**src/rtl/core/octave_band_peak_detector_unit_assert.svh**
```systemverilog
// Assertion macros for the octave band peak detector.
// Used by the top level only; empty when SYNTHESIS is defined.
`ifndef OCTAVE_BAND_PEAK_DETECTOR_UNIT_ASSERT_SVH
`define OCTAVE_BAND_PEAK_DETECTOR_UNIT_ASSERT_SVH
`ifndef SYNTHESIS
`define OBPD_ASSERT_IMP(label, clk, rst_n, ante, cons) \
    label: assert property (@(posedge clk) disable iff (!rst_n) (ante) |-> (cons)) \
        else $error("assertion failed");
`define OBPD_ASSERT_NEXT(label, clk, rst_n, ante, cons) \
    label: assert property (@(posedge clk) disable iff (!rst_n) (ante) |=> (cons)) \
        else $error("assertion failed");
`else
`define OBPD_ASSERT_IMP(label, clk, rst_n, ante, cons)
`define OBPD_ASSERT_NEXT(label, clk, rst_n, ante, cons)
`endif
`endif

```
**src/rtl/core/obpd_pkg.sv**
```systemverilog
// Package for the octave band peak detector: shared types and constants.
// No dependencies.
package obpd_pkg;

    localparam int BIN_WIDTH = 24;
    localparam int MAG_W = 2 * BIN_WIDTH;
    localparam int BIN_W = 15;
    localparam int LOG_W = 22;

    // Configuration register indexes.
    localparam logic REG_SAMPLE_RATE = 1'b0;
    localparam logic REG_FRAME_LENGTH = 1'b1;

    localparam logic [31:0] LN_K = 32'd58145400;
    localparam logic [31:0] LOG10_K = 32'd25252226;

    // Band edge table, entry i is the lower edge of band i.
    function automatic logic [13:0] band_edge(input logic [3:0] i);
        logic [13:0] e;
        begin
            case (i)
                4'd0: e = 14'd16;
                4'd1: e = 14'd33;
                4'd2: e = 14'd65;
                4'd3: e = 14'd131;
                4'd4: e = 14'd262;
                4'd5: e = 14'd523;
                4'd6: e = 14'd1047;
                4'd7: e = 14'd2093;
                4'd8: e = 14'd4196;
                4'd9: e = 14'd8372;
                default: e = 14'd15805;
            endcase
            return e;
        end
    endfunction

    // Frame summary handed from the front part to the back part.
    typedef struct packed {
        logic [9:0][MAG_W-1:0] band_mag;
        logic [MAG_W-1:0]      peak_mag;
        logic [BIN_W-1:0]      peak_bin;
        logic [17:0]           rate;
        logic [16:0]           length;
    } frame_sum_t;

endpackage

```
**src/rtl/core/obpd_back.sv**
```systemverilog
// Back part: log conversion, peak frequency division and result emission.
// Depends on obpd_pkg.
module obpd_back #(
    parameter int NUM_BANDS = 9
) (
    input  logic                 clk,
    input  logic                 rst_n,
    input  logic                 sum_valid,
    output logic                 sum_ready,
    input  obpd_pkg::frame_sum_t sum,
    output logic                 res_valid,
    input  logic                 res_ready,
    output logic [39:0]          res_data,
    output logic                 res_last
);
    typedef enum logic [5:0] {
        ST_IDLE = 6'b000001,
        ST_NORM = 6'b000010,
        ST_SQR  = 6'b000100,
        ST_MUL  = 6'b001000,
        ST_DIV  = 6'b010000,
        ST_OUT  = 6'b100000
    } state_t;

    state_t state_reg;
    obpd_pkg::frame_sum_t fr_reg;
    logic [3:0]  idx_reg;
    logic [47:0] mag_reg;
    logic [30:0] y_reg;
    logic [4:0]  it_reg;
    logic [obpd_pkg::LOG_W-1:0] r_reg;
    logic [53:0] prod_reg;
    logic [33:0] quo_reg;
    logic [16:0] rem_reg;
    logic [5:0]  dcnt_reg;
    logic        out_valid_reg;
    logic [39:0] out_data_reg;
    logic        out_last_reg;

    logic is_overall;
    logic [61:0] sq;
    logic [47:0] cur_mag;
    logic [53:0] rounded;
    logic [17:0] rem_shift;
    logic [5:0] top;

    assign is_overall = (idx_reg == 4'(NUM_BANDS));
    assign cur_mag = is_overall ? fr_reg.peak_mag : fr_reg.band_mag[idx_reg];
    assign sq = 62'(y_reg) * 62'(y_reg);
    assign sum_ready = (state_reg == ST_IDLE);
    assign rounded = prod_reg + 54'h80000000;
    assign rem_shift = {rem_reg, quo_reg[33]};

    // Index of the top set bit of the magnitude.
    always_comb
    begin
        top = '0;
        for (int i = 0; i < 48; i++)
        begin
            if (mag_reg[i])
                top = 6'(i);
        end
    end

    always_ff @(posedge clk or negedge rst_n)
    begin
        if (!rst_n)
        begin
            state_reg <= ST_IDLE;
            out_valid_reg <= 1'b0;
            idx_reg <= '0;
        end
        else
        begin
            if (out_valid_reg && res_ready && state_reg != ST_OUT)
                out_valid_reg <= 1'b0;
            unique case (state_reg)
                ST_IDLE:
                begin
                    if (sum_valid)
                    begin
                        fr_reg <= sum;
                        idx_reg <= '0;
                        mag_reg <= sum.band_mag[0];
                        state_reg <= ST_NORM;
                    end
                end
                ST_NORM:
                begin
                    mag_reg <= cur_mag;
                    if (top >= 6'd30)
                        y_reg <= 31'(mag_reg >> (top - 6'd30));
                    else
                        y_reg <= 31'(mag_reg << (6'd30 - top));
                    r_reg <= {top, 16'd0};
                    it_reg <= 5'd15;
                    state_reg <= ST_SQR;
                end
                ST_SQR:
                begin
                    if (sq[61])
                    begin
                        y_reg <= 31'(sq >> 31);
                        r_reg[it_reg[3:0]] <= 1'b1;
                    end
                    else
                        y_reg <= 31'(sq >> 30);
                    if (it_reg == 5'd0)
                        state_reg <= ST_MUL;
                    it_reg <= it_reg - 5'd1;
                end
                ST_MUL:
                begin
                    prod_reg <= 54'(r_reg) * 54'(is_overall ? obpd_pkg::LOG10_K
                                                            : obpd_pkg::LN_K);
                    quo_reg <= 34'(fr_reg.peak_bin) * 34'(fr_reg.rate);
                    rem_reg <= '0;
                    dcnt_reg <= 6'd34;
                    state_reg <= is_overall ? ST_DIV : ST_OUT;
                end
                ST_DIV:
                begin
                    // Restoring division, one quotient bit per cycle.
                    if (dcnt_reg == 6'd0)
                        state_reg <= ST_OUT;
                    else
                    begin
                        dcnt_reg <= dcnt_reg - 6'd1;
                        if (rem_shift >= {1'b0, fr_reg.length})
                        begin
                            rem_reg <= 17'(rem_shift - {1'b0, fr_reg.length});
                            quo_reg <= {quo_reg[32:0], 1'b1};
                        end
                        else
                        begin
                            rem_reg <= rem_shift[16:0];
                            quo_reg <= {quo_reg[32:0], 1'b0};
                        end
                    end
                end
                ST_OUT:
                begin
                    if (!out_valid_reg || res_ready)
                    begin
                        logic e;
                        logic [21:0] lv;
                        logic [15:0] lvs;
                        logic [16:0] f;
                        e = (mag_reg == 48'd0);
                        lv = rounded[53:32];
                        lvs = (lv > 22'd65535) ? 16'hFFFF : lv[15:0];
                        f = (e || fr_reg.length == 17'd0) ? 17'd0 : quo_reg[16:0];
                        out_valid_reg <= 1'b1;
                        out_last_reg <= is_overall;
                        // Packed as band, level, peak frequency, empty flag.
                        out_data_reg <= {2'd0, e, (is_overall ? f : 17'd0),
                                         (e ? 16'd0 : lvs),
                                         (is_overall ? 4'd0 : idx_reg)};
                        if (is_overall)
                            state_reg <= ST_IDLE;
                        else
                        begin
                            idx_reg <= idx_reg + 4'd1;
                            mag_reg <= (idx_reg + 4'd1 == 4'(NUM_BANDS)) ? fr_reg.peak_mag
                                       : fr_reg.band_mag[idx_reg + 4'd1];
                            state_reg <= ST_NORM;
                        end
                    end
                end
                default: state_reg <= ST_IDLE;
            endcase
        end
    end

    assign res_valid = out_valid_reg;
    assign res_last = out_last_reg;
    assign res_data = out_data_reg;
endmodule

```
**config.mk**
```make
export PLATFORM = sky130hd
export DESIGN_NAME = obpd_back
export DESIGN_NICKNAME = d
export VERILOG_FILES = /design/src/rtl/core/octave_band_peak_detector_unit_assert.svh /design/src/rtl/core/obpd_pkg.sv /design/src/rtl/core/obpd_back.sv
export SDC_FILE = /design/constraint.sdc
export NUM_CORES = 2
export LEC_CHECK = 0
export BUFFER_PORTS_ARGS = -buffer_cell sky130_fd_sc_hd__buf_2
export CORE_UTILIZATION = 65
export CTS_BUF_LIST = sky130_fd_sc_hd__clkbuf_4 sky130_fd_sc_hd__clkbuf_8 sky130_fd_sc_hd__clkbuf_16
export CTS_CLUSTER_SIZE = 10
export DETAILED_ROUTE_END_ITERATION = 12
export PLACE_DENSITY_LB_ADDON = 0.08
export SYNTH_ARGS = -nofsm -noshare
export SYNTH_HDL_FRONTEND = slang
export SYNTH_SLANG_ARGS = --single-unit
```
**constraint.sdc**
```tcl
create_clock -name clk -period 30.8 [get_ports clk]
set_input_delay 6.16 -clock clk [delete_from_list [all_inputs] [get_ports clk]]
set_output_delay 6.16 -clock clk [all_outputs]
set_load 0.005 [all_outputs]
```
# [Word-level counts from Yosys, hierarchy flattened]
# Cells that the tools add are included.
[classes] reduce_logical=24 n_addsub=7 n_eq_ne=16 n_shift=2 multipliers=3 bitwise=2 magnitude_cmp=7 muxes=89
[ops] op="48-bit binary-select mux with 4-bit select" n=2
[ops] op="48-bit two-way mux" n=7
[ops] op="6-bit two-way mux" n=49
[ops] op="48-bit case mux with 3 select lines" n=1
[ops] op="34-bit case mux with 2 select lines" n=1
[ops] op="31-bit by 31-bit multiplier with 62-bit output" n=1
[ops] op="31-bit two-way mux" n=2
[ops] op="31-bit case mux with 2 select lines" n=1
[ops] op="54-bit by 32-bit adder with 54-bit output (second input constant)" n=1
[ops] op="48-bit logical NOT" n=1
[ops] op="22-bit by 26-bit multiplier with 48-bit output" n=1
[ops] op="48-bit by 6-bit << shifter with 31-bit output" n=1
[ops] op="48-bit by 6-bit right shift with 31-bit output" n=1
[ops] op="22-bit case mux with 2 select lines" n=1
[ops] op="6-bit case mux with 6 select lines" n=1
[ops] op="17-bit two-way mux" n=2
[ops] op="34-bit two-way mux" n=1
[ops] op="17-bit case mux with 2 select lines" n=1
[ops] op="15-bit by 18-bit multiplier with 33-bit output" n=1
[ops] op="26-bit two-way mux" n=1
[ops] op="22-bit by 16-bit greater-than comparator with 1-bit output (second input constant)" n=1
[ops] op="22-bit two-way mux" n=1
[ops] op="22-bit by 16-bit bitwise OR with 22-bit output" n=1
[ops] op="18-bit by 17-bit greater-or-equal comparator with 1-bit output" n=1
[ops] op="other kinds (42)" n=69
[word_totals] elab_cells=180 inputBits=582 out_inout_bits=43 regBits=845

# [Depth between registers and ports, before layout]
[logic_depth] word_depth=51 ltp_mapped=40 mapped_depth_nobuf=34

# [Least setup slack after synthesis]
# No wires, ideal clock.
[synth_path] path_kind="input port to flip-flop" startpoint="input port sum_valid" endpoint="register fr_reg[0] (netlist name) (enable)" n_path_buf=0 t_arrival_ns=19.297 setup_time_ns=1.025 required_time_ns=29.775 cell_stages=1 setup_slack_ns=10.478 cell_sequence="and3_1"
[synth_between] elab_chain_cells=1
[synth_lines] item="start, declared" line="obpd_back.sv:8" text="input logic sum_valid,"
[synth_lines] item="3-bit AND reduction (no source line)"
[synth_lines] item="end signal, assigned" line="obpd_back.sv:82" text="fr_reg <= sum;"
[synth_lines] item="end, declared" line="obpd_back.sv:26" text="obpd_pkg::frame_sum_t fr_reg;"
# No other way between the ends.
# A chain may end at the register's enable or synchronous reset.

# [Worst setup path after layout]
[layout_path] startpoint="input port rst_n" endpoint="register fr_reg[36] (netlist name) (enable)"
[layout_between] elab_chain_cells=1
[layout_lines] item="start, declared" line="obpd_back.sv:7" text="input logic rst_n,"
[layout_lines] item="3-bit AND reduction (no source line)"
# No other way between the ends.

==> impl_metrics.yaml <==
status:
  outcome: "completed"
route:
  num_vias: 63300
  first_pass_iters: 6
  ant_nets: 0
  wl_per_cell_um: 25.3
  via_per_inst: 6.17
  drc: 0
  drt_iter0_drc: 6352
  wirelength_mm: 259
run:
  max-cap-violations: 0
clock_tree:
  clock-sinks: 808
  post_cts_resized: 0
  ctsHtreeMaxLevel: 3
  cts_setup_buffers: 0
  clk_latency_ns: 0.74
  cts.clk_slew.worst_paths_ns: 0.06
  cts_tree: "done"
  clock_path_buffers: 3
  numCtsBuffers: 95
  cts_root_buf: "clkbuf_16"
  ctsHoldBuffers: 0
placement:
  pre_cts_slack_ns: 19.44
  portBuffers: 622
  globalplace.congestion: 1.01
  hpwl_mm: 198
worst_setup_path:
  max_stage_delay_ns: 0.95
  crit_path_frequent_cell: "buf_4"
  path_cells: "buf_2 > and3_4 > buf_4 > buf_4 > buf_4 > buf_4"
  endpoint_kind: "register"
  critPathRequiredTime_ns: 31.06
  critical_path_class: "primary input to register"
  crit_arrival_ns: 11.06
  critPathLaunchType: "primary input"
  slowest_stage: "and3_4"
  worstPathMaxFanout: 83
timing:
  min_period_ns: 10.80
  finalWorstSetupSlack_ns: 20.00
  setup_violations: 0
  hold_violations: 0
  worst_pin_slew_ns: 1.13
  slew_violations: 0
  finClkSkew_ns: 0.104
  max-slew-margin-rel: 0.248
  finalCritPeriodShare: 0.351
  timing.fmax_mhz: 92.6
  rsz0062_at_grt: "no"
  tns_ns: 0
final_layout:
  drive_gt1_frac: 0.148
  areaGrowthSynthToFinish_pct: 8.73
  multiInputGateArea_um2: 56800
  final_common_cell: "inv_1"
  layout_common_cells: "inv_1, fa_1, edfxtp_1"
  register_area_um2: 24200
  final.fill_count: 9814
  largest_reg_flops: 578
  final_nets: 10800
floorplanning:
  core_um2: 135000
  io_pins: 625
  rows: 135
  dieWidth_um: 371
  die_area_um2: 138000
  start_util: 0.654
  fp.dieH_um: 371
global_routing:
  grt_pass1_wl_mm: 393
  grt_use_met1: 0.502
  grt_util_met2: 0.622
  grt-ovfl-total: 0
  track_usage: 0.386
  grt_pass1_vias: 66200
  use_met3: 0.0748
  antenna_found_initial: 80
  grt_max_degree: 120
  top_usage_layer: "met2"
synthesis:
  yosys_warnings: 0
  synthCells: 7912
  syn-cell-area_um2: 88500
  synth-async-reset-ratio: 0.0136
  synth-edff-count: 797
  synth.ff_latch_count: 808
  ys.flop_type: "edfxtp_1"
  ys_seq_area_frac: 0.274
  yosys.cell_types.count: 99
  avgSynthCellArea_um2: 11.2
min_path:
  hp-class: "register to register"
## layout make-up
cell class              instances  area share
well taps                    1781      0.0232
diodes                         69     0.00179
repair buffers                708      0.0392
inverters                    1612      0.0629
flip-flops and latches        808       0.252
multi-input cells            5130       0.591
clock inverters                15     0.00304
clock buffers                 125      0.0272
## Yosys cell counts (9+ instances only)
master / n / area (µm²)
a211oi_1: 37 / 278
a21boi_0: 10 / 75.1
a21o_1: 40 / 300
a21oi_1: 282 / 1410
a221o_1: 51 / 510
a22oi_1: 62 / 465
a31oi_1: 44 / 275
and2_1: 320 / 2000
and3_1: 33 / 206
buf_1: 38 / 143
buf_2: 21 / 105
buf_4: 13 / 97.6
clkbuf_1: 300 / 1130
dfrtp_1: 10 / 250
edfxtp_1: 797 / 23900
fa_1: 1290 / 25800
ha_1: 602 / 7530
inv_1: 1600 / 6010
mux2_2: 63 / 709
mux2i_1: 221 / 2210
mux4_2: 243 / 5470
nand2_1: 612 / 2300
nand2b_1: 20 / 125
nand3_1: 46 / 230
nand4_1: 28 / 175
nor2_1: 410 / 1540
nor2b_1: 30 / 188
nor3_1: 46 / 230
nor4_1: 13 / 81.3
o2111ai_1: 9 / 78.8
o211ai_1: 10 / 75.1
o21a_1: 14 / 105
o21ai_0: 160 / 801
o21bai_1: 11 / 82.6
o221ai_1: 45 / 394
o22ai_1: 58 / 363
o31ai_1: 15 / 113
or2_2: 22 / 138
or3_1: 12 / 75.1
xnor2_1: 78 / 683
xor2_1: 45 / 394
## worst max-delay path, delay by kind of cell
| family | cells | cell delay, ns |
|---|---|---|
| simple gates | 1 | 0.95 |
| buf+inv | 5 | 3.66 |
## cell families after synthesis
kind of cell / count (synthesis) / synth area share
buffers and inverters: 1995 / 0.0865
adders and majority gates: 1892 / 0.377
and+or+nand+nor: 1631 / 0.0862
AOI/OAI and AO/OA: 931 / 0.0688
DFF: 808 / 0.274
muxes: 527 / 0.0949
xor gates and xnor gates: 126 / 0.0129
other: 2 / 0.0000849
## stage by stage
| step | hold WS, ns | instances | utilization | cell area (µm²) |
|---|---|---|---|---|
| 4_1_cts | 0.519 | 10200 | 0.710 | 96000 |
| 3_5_place_dp | 0.515 | 10000 | 0.688 | 93100 |
| 6_report | 0.522 | 10200 | 0.711 | 96200 |
| 5_1_grt | 0.557 | 10200 | 0.711 | 96200 |
| 2_1_floorplan | 0.496 | 7933 | - | 88600 |
| 3_3_place_gp | 0.501 | 10000 | 0.688 | 93100 |
## per-layer routing
metal  part of all wire  up-vias
li1                   -    27000
met1               0.37    31900
met2               0.48     3549
met3              0.099      749
met4              0.057       14
met5            0.00035        -
## worst paths after layout
kind	start	end	slack [ns]	depth (start not counted)
hold / removal	quo_reg[28]	quo_reg[29]	0.52	2
setup / recovery	rst_n	fr_reg[36]	20.00	6
hold reg to reg	quo_reg[28]	quo_reg[29]	0.52	2
max in group asynchronous	rst_n	state_reg[0]	25.14	1
setup reg to reg	y_reg[10]	r_reg[14]	20.75	27
min in group asynchronous	rst_n	res_valid	5.32	1
Power is left out: the tool's default activity adds up to more than one toggle a clock period on the data nets, which glitch-free logic cannot reach.
